$ cat config.mk
export PLATFORM = sky130hd
export DESIGN_NAME = indexed_list_store_unit_flat
export DESIGN_NICKNAME = d
export VERILOG_FILES = /design/src/rtl/core/ils_pkg.sv /design/src/rtl/core/ils_if.sv /design/src/rtl/core/ils_datapath.sv /design/src/rtl/core/ils_ctrl.sv /design/src/rtl/core/indexed_list_store_unit.sv /design/src/flat_wrapper.sv
export SDC_FILE = /design/constraint.sdc
export NUM_CORES = 2
export LEC_CHECK = 0
export BUFFER_PORTS_ARGS = -buffer_cell sky130_fd_sc_hd__buf_2
export CAP_MARGIN = 5
export CORE_MARGIN = 3
export CORE_UTILIZATION = 40
export DETAILED_ROUTE_END_ITERATION = 16
export MAX_ROUTING_LAYER = met4
export SLEW_MARGIN = 20
export SYNTH_ARGS = -nofsm -noshare
export SYNTH_HDL_FRONTEND = slang
export SYNTH_SLANG_ARGS = --single-unit
$ cat constraint.sdc
create_clock -name clock -period 8 [get_ports clock]
set_input_delay 2 -clock clock [delete_from_list [all_inputs] [get_ports clock]]
set_output_delay 2 -clock clock [all_outputs]
set_load 0.01 [all_outputs]
$ cat src/rtl/core/ils_pkg.sv
// Package for the indexed list store: request kinds, status codes, controller
// states and the command/status bundles between controller and datapath.
// No dependencies.
package ils_pkg;

   localparam int VALUE_W = 32;
   localparam int POS_W   = 8;
   localparam int KIND_W  = 3;
   localparam int STAT_W  = 2;
   localparam int OCNT_W  = 7;

   localparam logic [KIND_W-1:0] KIND_READ       = 3'd0;
   localparam logic [KIND_W-1:0] KIND_INS_FRONT  = 3'd1;
   localparam logic [KIND_W-1:0] KIND_APPEND     = 3'd2;
   localparam logic [KIND_W-1:0] KIND_INS_AT     = 3'd3;
   localparam logic [KIND_W-1:0] KIND_DELETE     = 3'd4;

   localparam logic [STAT_W-1:0] STATUS_DONE  = 2'd0;
   localparam logic [STAT_W-1:0] STATUS_RANGE = 2'd1;
   localparam logic [STAT_W-1:0] STATUS_FULL  = 2'd2;

   typedef enum logic [3:0] {
      ST_IDLE,
      ST_DECODE,
      ST_READ_WAIT,
      ST_INS_CHECK,
      ST_INS_MOVE,
      ST_DEL_CHECK,
      ST_DEL_MOVE,
      ST_FINISH
   } state_type;

   typedef enum logic [1:0] {
      OP_READ,
      OP_INSERT,
      OP_DELETE,
      OP_NONE
   } op_type;

   typedef enum logic [1:0] {
      RD_HERE,
      RD_PREV,
      RD_NEXT
   } rd_sel_type;

   typedef enum logic {
      WR_MOVED,
      WR_NEW
   } wr_sel_type;

   typedef struct packed {
      logic              ready;
      logic              rd_en;
      rd_sel_type        rd_sel;
      logic              wr_en;
      wr_sel_type        wr_sel;
      logic              idx_inc;
      logic              idx_dec;
      logic              cnt_inc;
      logic              cnt_dec;
      logic              note_status;
      logic [STAT_W-1:0] status_code;
      logic              note_read;
      logic              rsp_load;
   } ctrl_cmd_type;

   typedef struct packed {
      logic   req_valid;
      op_type op;
      logic   range_err;
      logic   full_err;
      logic   at_target;
      logic   at_last;
      logic   rsp_free;
   } ctrl_stat_type;

endpackage

$ cat src/rtl/core/ils_if.sv
// Valid/ready channel interfaces for the indexed list store request and response.
// Depends on ils_pkg.
interface ils_req_if;
   import ils_pkg::*;
   logic                      valid;
   logic                      ready;
   logic [KIND_W-1:0]         kind;
   logic [POS_W-1:0]          position;
   logic signed [VALUE_W-1:0] value;

   modport source (output valid, kind, position, value, input ready);
   modport sink   (input valid, kind, position, value, output ready);
endinterface

interface ils_rsp_if;
   import ils_pkg::*;
   logic                      valid;
   logic                      ready;
   logic                      read_valid;
   logic signed [VALUE_W-1:0] read_value;
   logic [STAT_W-1:0]         status;
   logic [OCNT_W-1:0]         entry_count;

   modport source (output valid, read_valid, read_value, status, entry_count, input ready);
   modport sink   (input valid, read_valid, read_value, status, entry_count, output ready);
endinterface

$ cat src/rtl/core/ils_datapath.sv
// Datapath of the indexed list store: entry memory, count, walking index,
// request capture and response register. Depends on ils_pkg and ils_if.
module ils_datapath
   import ils_pkg::*;
#(
   parameter int CAPACITY = 64
) (
   input  logic          clock,
   input  logic          reset,
   ils_req_if.sink       req,
   ils_rsp_if.source     rsp,
   input  ctrl_cmd_type  cmd,
   output ctrl_stat_type stat
);

   localparam int AW    = (CAPACITY > 1) ? $clog2(CAPACITY) : 1;
   localparam int CNT_W = $clog2(CAPACITY + 1);
   localparam int EW    = (CNT_W > POS_W) ? CNT_W : POS_W;

   logic [VALUE_W-1:0] mem [CAPACITY];
   logic [VALUE_W-1:0] rd_data_ff;

   logic [CNT_W-1:0]   count_ff, count_in;
   logic [AW-1:0]      idx_ff, idx_in;
   logic [KIND_W-1:0]  kind_ff;
   logic [POS_W-1:0]   pos_ff;
   logic [VALUE_W-1:0] value_ff;

   logic [STAT_W-1:0]  res_status_ff, res_status_in;
   logic               res_valid_ff, res_valid_in;
   logic [VALUE_W-1:0] res_value_ff, res_value_in;

   logic               rsp_valid_ff, rsp_valid_in;
   logic               rsp_read_valid_ff;
   logic [VALUE_W-1:0] rsp_read_value_ff;
   logic [STAT_W-1:0]  rsp_status_ff;
   logic [OCNT_W-1:0]  rsp_count_ff;

   logic               capture;
   logic [EW-1:0]      eff_pos;
   logic [AW-1:0]      rd_addr;
   logic [VALUE_W-1:0] wr_data;

   assign capture   = req.valid && cmd.ready;
   assign req.ready = cmd.ready;

   always_comb begin
      case (kind_ff)
         KIND_INS_FRONT: eff_pos = '0;
         KIND_APPEND:    eff_pos = EW'(count_ff);
         default:        eff_pos = EW'(pos_ff);
      endcase
   end

   always_comb begin
      stat.req_valid = req.valid;
      stat.rsp_free  = !rsp_valid_ff || rsp.ready;
      stat.at_target = (EW'(idx_ff) == eff_pos);
      stat.at_last   = ((CNT_W'(idx_ff) + CNT_W'(1)) == count_ff);
      stat.full_err  = (count_ff >= CNT_W'(CAPACITY));
      stat.range_err = 1'b0;
      stat.op        = OP_NONE;
      unique case (kind_ff) inside
         KIND_READ: begin
            stat.op        = OP_READ;
            stat.range_err = (eff_pos >= EW'(count_ff));
         end
         KIND_INS_FRONT, KIND_APPEND, KIND_INS_AT: begin
            stat.op        = OP_INSERT;
            stat.range_err = (eff_pos > EW'(count_ff));
         end
         KIND_DELETE: begin
            stat.op        = OP_DELETE;
            stat.range_err = (eff_pos >= EW'(count_ff));
         end
         default: stat.op = OP_NONE;
      endcase
   end

   always_comb begin
      unique case (cmd.rd_sel)
         RD_PREV: rd_addr = idx_ff - AW'(1);
         RD_NEXT: rd_addr = idx_ff + AW'(1);
         default: rd_addr = idx_ff;
      endcase
      wr_data = (cmd.wr_sel == WR_NEW) ? value_ff : rd_data_ff;
   end

   always_ff @(posedge clock) begin
      if (cmd.wr_en) begin
         mem[idx_ff] <= wr_data;
      end
      if (cmd.rd_en) begin
         rd_data_ff <= mem[rd_addr];
      end
   end

   always_comb begin
      count_in = count_ff;
      if (cmd.cnt_inc) begin
         count_in = count_ff + CNT_W'(1);
      end else if (cmd.cnt_dec) begin
         count_in = count_ff - CNT_W'(1);
      end

      idx_in = idx_ff;
      if (capture) begin
         if (req.kind == KIND_READ || req.kind == KIND_DELETE) begin
            idx_in = req.position[AW-1:0];
         end else begin
            idx_in = AW'(count_ff);
         end
      end else if (cmd.idx_inc) begin
         idx_in = idx_ff + AW'(1);
      end else if (cmd.idx_dec) begin
         idx_in = idx_ff - AW'(1);
      end

      res_status_in = res_status_ff;
      res_valid_in  = res_valid_ff;
      res_value_in  = res_value_ff;
      if (capture) begin
         res_status_in = STATUS_DONE;
         res_valid_in  = 1'b0;
         res_value_in  = '0;
      end else begin
         if (cmd.note_status) begin
            res_status_in = cmd.status_code;
         end
         if (cmd.note_read) begin
            res_valid_in = 1'b1;
            res_value_in = rd_data_ff;
         end
      end

      rsp_valid_in = rsp_valid_ff;
      if (cmd.rsp_load) begin
         rsp_valid_in = 1'b1;
      end else if (rsp.ready) begin
         rsp_valid_in = 1'b0;
      end
   end

   always_ff @(posedge clock) begin
      if (reset) begin
         count_ff     <= '0;
         rsp_valid_ff <= 1'b0;
      end else begin
         count_ff     <= count_in;
         rsp_valid_ff <= rsp_valid_in;
      end
   end

   always_ff @(posedge clock) begin
      idx_ff        <= idx_in;
      res_status_ff <= res_status_in;
      res_valid_ff  <= res_valid_in;
      res_value_ff  <= res_value_in;
      if (capture) begin
         kind_ff  <= req.kind;
         pos_ff   <= req.position;
         value_ff <= req.value;
      end
      if (cmd.rsp_load) begin
         rsp_read_valid_ff <= res_valid_ff;
         rsp_read_value_ff <= res_value_ff;
         rsp_status_ff     <= res_status_ff;
         rsp_count_ff      <= OCNT_W'(count_ff);
      end
   end

   assign rsp.valid       = rsp_valid_ff;
   assign rsp.read_valid  = rsp_read_valid_ff;
   assign rsp.read_value  = rsp_read_value_ff;
   assign rsp.status      = rsp_status_ff;
   assign rsp.entry_count = rsp_count_ff;

`ifndef SYNTHESIS
   a_count_bound: assert property (@(posedge clock) disable iff (reset)
      count_ff <= CNT_W'(CAPACITY))
      else $error("entry count above capacity");

   a_load_when_free: assert property (@(posedge clock) disable iff (reset)
      cmd.rsp_load |-> (!rsp_valid_ff || rsp.ready))
      else $error("response overwritten before it was taken");

   a_count_hold: assert property (@(posedge clock) disable iff (reset)
      (!cmd.cnt_inc && !cmd.cnt_dec) |=> $stable(count_ff))
      else $error("count changed without a command");

   a_no_grow_full: assert property (@(posedge clock) disable iff (reset)
      cmd.cnt_inc |-> (count_ff < CNT_W'(CAPACITY)))
      else $error("insert into a full store");

   a_no_shrink_empty: assert property (@(posedge clock) disable iff (reset)
      cmd.cnt_dec |-> (count_ff != '0))
      else $error("delete from an empty store");
`endif

endmodule

$ cat src/rtl/core/ils_ctrl.sv
// Controller of the indexed list store: sequences capture, range checks,
// entry moves and the response load. Depends on ils_pkg.
module ils_ctrl
   import ils_pkg::*;
(
   input  logic          clock,
   input  logic          reset,
   input  ctrl_stat_type stat,
   output ctrl_cmd_type  cmd
);

   state_type state_ff, state_in;

   always_ff @(posedge clock) begin
      if (reset) begin
         state_ff <= ST_IDLE;
      end else begin
         state_ff <= state_in;
      end
   end

   always_comb begin
      state_in = state_ff;
      cmd      = '0;
      unique case (state_ff)
         ST_IDLE: begin
            cmd.ready = 1'b1;
            if (stat.req_valid) begin
               state_in = ST_DECODE;
            end
         end
         ST_DECODE: begin
            if (stat.op == OP_NONE) begin
               state_in = ST_FINISH;
            end else if (stat.range_err) begin
               cmd.note_status = 1'b1;
               cmd.status_code = STATUS_RANGE;
               state_in        = ST_FINISH;
            end else if (stat.op == OP_READ) begin
               cmd.rd_en  = 1'b1;
               cmd.rd_sel = RD_HERE;
               state_in   = ST_READ_WAIT;
            end else if (stat.op == OP_DELETE) begin
               state_in = ST_DEL_CHECK;
            end else if (stat.full_err) begin
               cmd.note_status = 1'b1;
               cmd.status_code = STATUS_FULL;
               state_in        = ST_FINISH;
            end else begin
               state_in = ST_INS_CHECK;
            end
         end
         ST_READ_WAIT: begin
            cmd.note_read = 1'b1;
            state_in      = ST_FINISH;
         end
         ST_INS_CHECK: begin
            if (stat.at_target) begin
               cmd.wr_en   = 1'b1;
               cmd.wr_sel  = WR_NEW;
               cmd.cnt_inc = 1'b1;
               state_in    = ST_FINISH;
            end else begin
               cmd.rd_en  = 1'b1;
               cmd.rd_sel = RD_PREV;
               state_in   = ST_INS_MOVE;
            end
         end
         ST_INS_MOVE: begin
            cmd.wr_en   = 1'b1;
            cmd.wr_sel  = WR_MOVED;
            cmd.idx_dec = 1'b1;
            state_in    = ST_INS_CHECK;
         end
         ST_DEL_CHECK: begin
            if (stat.at_last) begin
               cmd.cnt_dec = 1'b1;
               state_in    = ST_FINISH;
            end else begin
               cmd.rd_en  = 1'b1;
               cmd.rd_sel = RD_NEXT;
               state_in   = ST_DEL_MOVE;
            end
         end
         ST_DEL_MOVE: begin
            cmd.wr_en   = 1'b1;
            cmd.wr_sel  = WR_MOVED;
            cmd.idx_inc = 1'b1;
            state_in    = ST_DEL_CHECK;
         end
         ST_FINISH: begin
            if (stat.rsp_free) begin
               cmd.rsp_load = 1'b1;
               state_in     = ST_IDLE;
            end
         end
         default: state_in = ST_IDLE;
      endcase
   end

`ifndef SYNTHESIS
   a_ready_idle: assert property (@(posedge clock) disable iff (reset)
      cmd.ready |-> (state_ff == ST_IDLE))
      else $error("request taken outside idle");

   a_move_then_check: assert property (@(posedge clock) disable iff (reset)
      (state_ff == ST_INS_MOVE) |-> ($past(state_ff) == ST_INS_CHECK))
      else $error("entry move without a preceding read");

   a_single_count_step: assert property (@(posedge clock) disable iff (reset)
      !(cmd.cnt_inc && cmd.cnt_dec))
      else $error("count stepped both ways");
`endif

endmodule

$ cat src/rtl/core/indexed_list_store_unit.sv
// Indexed list store top level: ordered list of signed 32-bit entries.
// Depends on ils_pkg, ils_if, ils_ctrl and ils_datapath.
//
// Usage:
//   req_ch carries one transaction per request: kind (read, insert front,
//   append, insert at position, delete), position and value. rsp_ch returns
//   exactly one transaction per request: read_valid, read_value, status and
//   entry_count (count after the request, low 7 bits).
//   One request is worked on at a time; req_ch.ready is high only when the
//   controller is idle. Entries sit in a single-port-write, single-port-read
//   memory, so an insert or delete moves one entry at a time: a read, then a write.
//   An insert shifts entries up one place from the end down to the position,
//   then writes the new value there and raises the count; a delete shifts
//   entries down one place from the position to the end, then lowers the
//   count. Rejected or unknown requests move no entries.
//   The next request is taken in the cycle after the response is loaded. The
//   response sits in an output register; a new request is taken while it
//   waits, and finishing work stalls only until rsp_ch takes the old one.
//   Reset empties the store at once (count cleared); no clearing pass.
module indexed_list_store_unit
   import ils_pkg::*;
#(
   parameter int CAPACITY = 64
) (
   input  logic      clock,
   input  logic      reset,
   ils_req_if.sink   req_ch,
   ils_rsp_if.source rsp_ch
);

   ctrl_cmd_type  cmd;
   ctrl_stat_type stat;

   ils_ctrl u_ctrl (
      .clock (clock),
      .reset (reset),
      .stat  (stat),
      .cmd   (cmd)
   );

   ils_datapath #(
      .CAPACITY (CAPACITY)
   ) u_datapath (
      .clock (clock),
      .reset (reset),
      .req   (req_ch),
      .rsp   (rsp_ch),
      .cmd   (cmd),
      .stat  (stat)
   );

endmodule
$ cat src/flat_wrapper.sv
// flat-port wrapper written by rule: the top's interface ports become plain ports
module indexed_list_store_unit_flat import ils_pkg::*;
#(
   parameter int CAPACITY = 64
)
  (clock, reset, req_ch_valid, req_ch_kind, req_ch_position, req_ch_value, req_ch_ready, rsp_ch_valid, rsp_ch_read_valid, rsp_ch_read_value, rsp_ch_status, rsp_ch_entry_count, rsp_ch_ready);
  ils_req_if req_ch_i ();
  ils_rsp_if rsp_ch_i ();
  input  logic clock;
  input  logic reset;
  input wire logic [$bits(req_ch_i.valid)-1:0] req_ch_valid;
  input wire logic [$bits(req_ch_i.kind)-1:0] req_ch_kind;
  input wire logic [$bits(req_ch_i.position)-1:0] req_ch_position;
  input wire logic [$bits(req_ch_i.value)-1:0] req_ch_value;
  output wire logic [$bits(req_ch_i.ready)-1:0] req_ch_ready;
  output wire logic [$bits(rsp_ch_i.valid)-1:0] rsp_ch_valid;
  output wire logic [$bits(rsp_ch_i.read_valid)-1:0] rsp_ch_read_valid;
  output wire logic [$bits(rsp_ch_i.read_value)-1:0] rsp_ch_read_value;
  output wire logic [$bits(rsp_ch_i.status)-1:0] rsp_ch_status;
  output wire logic [$bits(rsp_ch_i.entry_count)-1:0] rsp_ch_entry_count;
  input wire logic [$bits(rsp_ch_i.ready)-1:0] rsp_ch_ready;
  assign req_ch_i.valid = req_ch_valid;
  assign req_ch_i.kind = req_ch_kind;
  assign req_ch_i.position = req_ch_position;
  assign req_ch_i.value = req_ch_value;
  assign req_ch_ready = req_ch_i.ready;
  assign rsp_ch_valid = rsp_ch_i.valid;
  assign rsp_ch_read_valid = rsp_ch_i.read_valid;
  assign rsp_ch_read_value = rsp_ch_i.read_value;
  assign rsp_ch_status = rsp_ch_i.status;
  assign rsp_ch_entry_count = rsp_ch_i.entry_count;
  assign rsp_ch_i.ready = rsp_ch_ready;
  indexed_list_store_unit #(.CAPACITY(CAPACITY)) u_core (.clock(clock), .reset(reset), .req_ch(req_ch_i), .rsp_ch(rsp_ch_i));
endmodule
# Yosys cells after proc, flatten, opt, wreduce, memory -nomap -nowiden
# Memories as Yosys holds them, arrays and structs flattened. A register that Yosys moved wholly into a read port is not among the register bits.
# Cells that the tools add are included.
[totals] output_inout_bits=44 register_bits=138 mem_bits_rw=2048 mem_count=1
[memory_table] memory="u_core.u_datapath.mem" words=64 width=32 read_ports=1 rd_clocked_by_memory_dff=1 write_ports=1 line_no="ils_datapath.sv:20" rtl="logic [VALUE_W-1:0] mem [CAPACITY];"
[op_classes] add_sub_neg=5 reduce_logical=15 mux=49 magnitude_cmp=3 n_eq_ne=20
[op_table] operator="two-way mux 3 bit" count=12
[op_table] operator="two-way mux 32 bit" count=1
[op_table] operator="one-hot mux 4 bit (8 select lines)" count=1
[op_table] operator="two-way mux 4 bit" count=6
[op_table] operator="two-way mux 6 bit" count=4
[op_table] operator="== test 4 x 3 -> 1 bit, second input constant" count=4
[op_table] operator="one-hot mux 8 bit (2 select lines)" count=1
[op_table] operator="two-way mux 1 bit" count=15
[op_table] operator="two-way mux 7 bit" count=2
[op_table] operator="one-hot mux 6 bit (2 select lines)" count=1
[op_table] operator="one-hot mux 3 bit (3 select lines)" count=1
[op_table] operator="== test 4 x 2 -> 1 bit, second input constant" count=2
[op_table] operator="== test 6 x 8 -> 1 bit" count=1
[op_table] operator=">= comparator 8 x 7 -> 1 bit" count=1
[op_table] operator="greater-than comparator 8 x 7 -> 1 bit" count=1
[op_table] operator="adder 6 x 1 -> 7 bit, second input constant" count=1
[op_table] operator="adder 7 x 1 -> 7 bit, second input constant" count=1
[op_table] operator="== test 7 bit" count=1
[op_table] operator=">= comparator 7 bit, second input constant" count=1
[op_table] operator="subtractor 7 x 1 -> 7 bit, second input constant" count=1
[op_table] operator="adder 6 x 1 -> 6 bit, second input constant" count=1
[op_table] operator="== test 2 bit, second input constant" count=3
[op_table] operator="== test 3 x 2 -> 1 bit, second input constant" count=2
[op_table] operator="== test 3 bit, second input constant" count=2
[op_table] operator="21 further kinds" count=26

# Logic depth before layout (Yosys ltp)
[logic_depth] ltp_word=10 mapped_depth=24 depth_no_buf=16

# By module
# A second synthesis with hierarchy kept.
[unflattened] hier_cells=4456 area_unflattened_um2=86314.0
[by_module_without_submodules] module="ils_datapath" area_each_um2=85928.7 seq_area_each_um2=66053.4 instances=1 cells_each=4407
[by_module_without_submodules] module="ils_ctrl" area_each_um2=385.4 seq_area_each_um2=60.1 instances=1 cells_each=49

# Worst setup path before layout
# No wires, ideal clock.
[synth_path] path_type="register to register" from="register u_core.u_datapath.kind_ff[0]" to="register u_core.u_datapath.rd_data_ff[5], read port of u_core.u_datapath.mem, data pin" slack_ns=3.414 path_stages_with_launch=21 period_less_slack_ns=4.586 t_arrival_ns=4.330 setup_time_ns=0.256 required_time_ns=7.744 cell_sequence="edfxtp_1 -> buf_2 -> o21bai_2 -> nand2_1 -> and3_1 -> nor4_1 -> nand4_2 -> nor3b_1 -> ha_1 -> buf_2 -> buf_4 -> or2_2 -> o21a_1 -> buf_6 -> buf_2 -> nor2_1 -> clkbuf_1 -> a32oi_1 -> a31oi_1 -> a31oi_1 -> and4_1"
[synth_via] elab_chain_cells=9 elab_cells_between_ends=23 cone_classes="order compare: 2; eq/ne: 8; mux: 9; reduce/logical: 4"
[synth_rtl] item="start: declaration" line_no="ils_datapath.sv:25" rtl="logic [KIND_W-1:0] kind_ff;"
[synth_rtl] item="start signal: assignment" line_no="ils_datapath.sv:160" rtl="kind_ff <= req.kind;"
[synth_rtl] item="== test 3 x 2 -> 1 bit or == test 3 x 1 -> 1 bit (tied branches)" line_no="ils_datapath.sv:48" rtl="case (kind_ff)"
[synth_rtl] item="one-hot mux 8 bit (2 select lines)" line_no="ils_datapath.sv:48"
[synth_rtl] item=">= comparator 8 x 7 -> 1 bit or greater-than comparator 8 x 7 -> 1 bit (tied branches)" line_no="ils_datapath.sv:66, ils_datapath.sv:74, ils_datapath.sv:70"
[synth_rtl] item="one-hot mux 1 bit (2 select lines)" line_no="ils_datapath.sv:63" rtl="unique case (kind_ff) inside"
[synth_rtl] item="two-way mux 3 bit" line_no="ils_ctrl.sv:35" rtl="end else if (stat.range_err) begin"
[synth_rtl] item="two-way mux 3 bit" line_no="ils_ctrl.sv:33" rtl="if (stat.op == OP_NONE) begin"
[synth_rtl] item="one-hot mux 3 bit (3 select lines) (*)" line_no="ils_ctrl.sv:25" rtl="unique case (state_ff)"
[synth_rtl] item="== test 2 bit or == test 2 x 1 -> 1 bit (tied branches)" line_no="ils_datapath.sv:81" rtl="unique case (cmd.rd_sel)"
[synth_rtl] item="one-hot mux 6 bit (2 select lines)" line_no="ils_datapath.sv:81"
[synth_rtl] item="end: declaration" line_no="ils_datapath.sv:21" rtl="logic [VALUE_W-1:0] rd_data_ff;"
# Every way passes the cells marked *; elsewhere a longest branch is shown, timed or not.
# A chain may end at the register's enable or synchronous reset.

# Worst setup path in the final report
[layout_path] from="register u_core.u_datapath.kind_ff[0]" to="register u_core.u_datapath.rd_data_ff[21], read port of u_core.u_datapath.mem, data pin"
# The elaborated chain is that of the path after synthesis.

==> results.md <==
* Status: complete, no violations
* Cts-stage hold buffer count at 0
* Clock Tree Root: clkbuf_16
* Asr flop ratio synth at 0%
* Layout cells sized above 1 at 15.0%
* Delay-heaviest family, CP: simple AND/OR/NAND/NOR gates
* GPL Wtd Cong at 0.882
* Metal2 WL at 118 mm
* Die Footprint at 222,000 um^2
* Worst slew pin tran at 1210 ps
* Hold Fails Final Rpt at 0
* Syn nets at 5,595
* Global route overflow at 0
* Number of flops mapped to enable cells by yosys at 2,171
* Yosys Warn Count at 0
* Antenna violations before repair at 7
* Fin crit share at 88.3%
* Pwr Density at 349 nW/um^2
* Clk buf depth at 3
* M1 WL at 106 mm
* Fill count at 18,400
* CP cell instances: o21bai_2 -> nand2_1 -> and3_1 -> nor4_1 -> nand4_2 -> nor3b_1 -> ha_1 -> or4_4 -> nand2_4 -> buf_12 -> buf_12 -> nand2_1 -> a32oi_1 -> a31oi_1 -> nor4_1 -> and3_1
* IO buf count at 90
* Final setup fails at 0
* Clk_lat worst skew at 870 ps
* Count of pins over their slew limit at 0
* Num Clock Sinks at 2,217
* Final Routed Wirelength at 258 mm
* Ports at 91
* #FFs+latches synth at 2,217
* Critical Path RT at 8720 ps
* Max Freq at 142 MHz
* Type of the worst min-delay path: flip-flop to flip-flop
* RSZ-0062 raised after global routing: false
* Critical Path Fanout Max at 55
* Chip height at 472 um
* Synth Flop Type: edfxtp_1
* Core area at 215,000 um^2
* Die width at 472 um
* WP data arrival at 7790 ps
* TritonCTS Buffers at 211
* WS Path Type: flip-flop to flip-flop
* Per-cell routed wire length at 29.6 um
* Post-CTS Resized at 0
* Min Clock Period, post-route at 7060 ps
* Std cell rows at 170
* Number of vias per cell at 5.97
* Max VDD drop at 292 uV
* Distinct cell type count after synthesis at 80
* Post-layout nets at 5,740
* CTS tree: built
* Post-synthesis cell count at 5,531
* Antenna Nets Post-Route at 0
* Met3 wire length at 28.0 mm
* CP max-delay cell: nor4_1
* Syn avg cell area at 15.7 um^2
* Clk slew on worst S/H paths at 70 ps
* Slowest cell delay on critical path at 930 ps
* CP Capture Type: flip-flop
* Largest net degree at the start of global routing at 119
* Clk_skew at 44.1 ps
* Tot GR Track Use at 23.5%
* DRT iter0 DRCs at 7,680
* First-pass DRT Iterations at 6
* Max Used Layer: met4
* Yosys top cell by area: edfxtp_1
* Static Leak at 31.8 nW
* Rel. slew slack at 19.2%
* Hold Slack at 421 ps
* DRC at 0
* Area Growth Syn to Fin at 13.2%
* Vias in the first global route at 49,100
* Setup TNS at 0 ps
* H-tree Lvls at 4
* Area share of the largest cell type after synthesis at 75.2%
* First-pass GRT wire length at 368 mm
* Postcts setup bufs at 0
* Post-DP HPWL at 150 mm
* Post-synthesis sequential area ratio at 76.2%
* Initial core utilization at 40.3%
* Synthesized area at 86,700 um^2
* Synth top area cells: edfxtp_1, nand2_1, mux4_2
* Vias post-DR at 51,900
* Buf+Inv Stages, Crit Path at 2
* # Max-Cap Violations at 0
* CP startpoint kind: flip-flop
## stage by stage
stage / total power, mW / cells / util, % / area (um^2) / setup WS, ps
floorplan: 20.6 / 5531 / - / 86700 / 3410
global placement: 24.5 / 8298 / 42.5 / 91400 / 831
detailed placement: 24.6 / 8300 / 42.5 / 91500 / 1130
CTS: 34.2 / 8696 / 45.6 / 98100 / 1080
global route: 35.4 / 8699 / 45.7 / 98200 / 637
finish: 34.2 / 8702 / 45.7 / 98200 / 937
## cell families (layout without fill, tap and decap cells)
group,Yosys count,in the layout,synth area share [%]
buffers and inverters,377,705,1.98
other,0,5,0
and+or+nand+nor,1791,1791,8.97
muxes,313,313,5.94
adders and majority gates,17,17,0.254
DFF,2217,2217,76.2
xor gates and xnor gates,20,20,0.218
AOI/OAI and AO/OA,796,796,6.41
## layout make-up
class | instances | area (um^2) | share of cell area (%)
inverters | 21 | 80.1 | 0.0816
multi-input cells | 2937 | 19600 | 19.9
flip-flops and latches | 2217 | 66100 | 67.3
diodes | 5 | 12.5 | 0.0127
clock buffers | 253 | 5500 | 5.60
clock inverters | 143 | 1140 | 1.16
repair buffers | 288 | 2240 | 2.28
well taps | 2838 | 3550 | 3.62
## synthesized netlist by cell type, types with 113 or more instances
library cell and n:
a211oi_1 141, a31oi_1 113, and3_1 160, edfxtp_1 2171, nand2_1 1157, buf_2 167
nor2_1 127, mux4_2 158, mux2i_1 122, clkbuf_1 139, nand3_1 207, a21oi_1 176
## flip-flops by register name, indices dropped and copies added, names as in the netlist
signal                             flops
u_core.u_datapath.idx_ff               6
u_core.u_datapath.res_value_ff        32
u_core.u_datapath.rsp.entry_count      7
u_core.u_datapath.kind_ff              3
u_core.u_datapath.count_ff             7
u_core.u_datapath.rsp.status           2
u_core.u_datapath.rsp.read_valid       1
u_core.u_datapath.value_ff            32
u_core.u_datapath.res_status_ff        2
u_core.u_datapath.rsp.valid            1
u_core.u_datapath.res_valid_ff         1
u_core.u_datapath.pos_ff               8
u_core.u_datapath.mem               2048
u_core.u_datapath.rd_data_ff          32
u_core.u_ctrl.state_ff                 3
u_core.u_datapath.rsp.read_value      32
## layer usage
metal  vias to the layer above  GRT usage, %
met4                         0          5.80
met3                       383          4.62
met1                     26700          33.2
met2                      2998          35.0
li1                      21800             -
met5                         -             -
## worst paths after layout
check                                      from                              endpoint  slack [ps]  cells after the start
max reg2reg        u_core.u_datapath.kind_ff[0]      u_core.u_datapath.rd_data_ff[21]         940                     16
max                u_core.u_datapath.kind_ff[0]      u_core.u_datapath.rd_data_ff[21]         940                     16
min reg2reg  u_core.u_datapath.res_value_ff[24]  u_core.u_datapath.rsp.read_value[24]         420                      0
min          u_core.u_datapath.res_value_ff[24]  u_core.u_datapath.rsp.read_value[24]         420                      0
## cell usage in the layout (no fill, tap or decap), types with 46 or more instances in the layout
cell type and instances:
dfxtp_1 46, a311oi_1 95, a32oi_1 98, buf_4 174, nor2_4 69, nand3_1 207
o21ai_0 55, mux2i_1 122, buf_2 90, clkinv_1 61, edfxtp_1 2171, mux4_2 158
a31oi_1 113, nor2_1 55, clkbuf_16 214, a211oi_1 141, and3_1 160, nand2_1 1155
a21oi_1 176
## worst reg2reg max path, delay by kind of cell (launching register included)
family	cells	cell delay, ps
compound gates	3	960
flops	1	620
fa+ha+maj	1	560
simple gates	10	4000
buf+inv	2	770
## power breakdown
part | internal (mW) | leakage, nW | switching (mW)
sequential | 14.1 | 19.9 | 0.306
clock | 5.28 | 3.23 | 4.38
combinational | 2.95 | 8.65 | 7.21
Power figures use the tool's default switching activity.
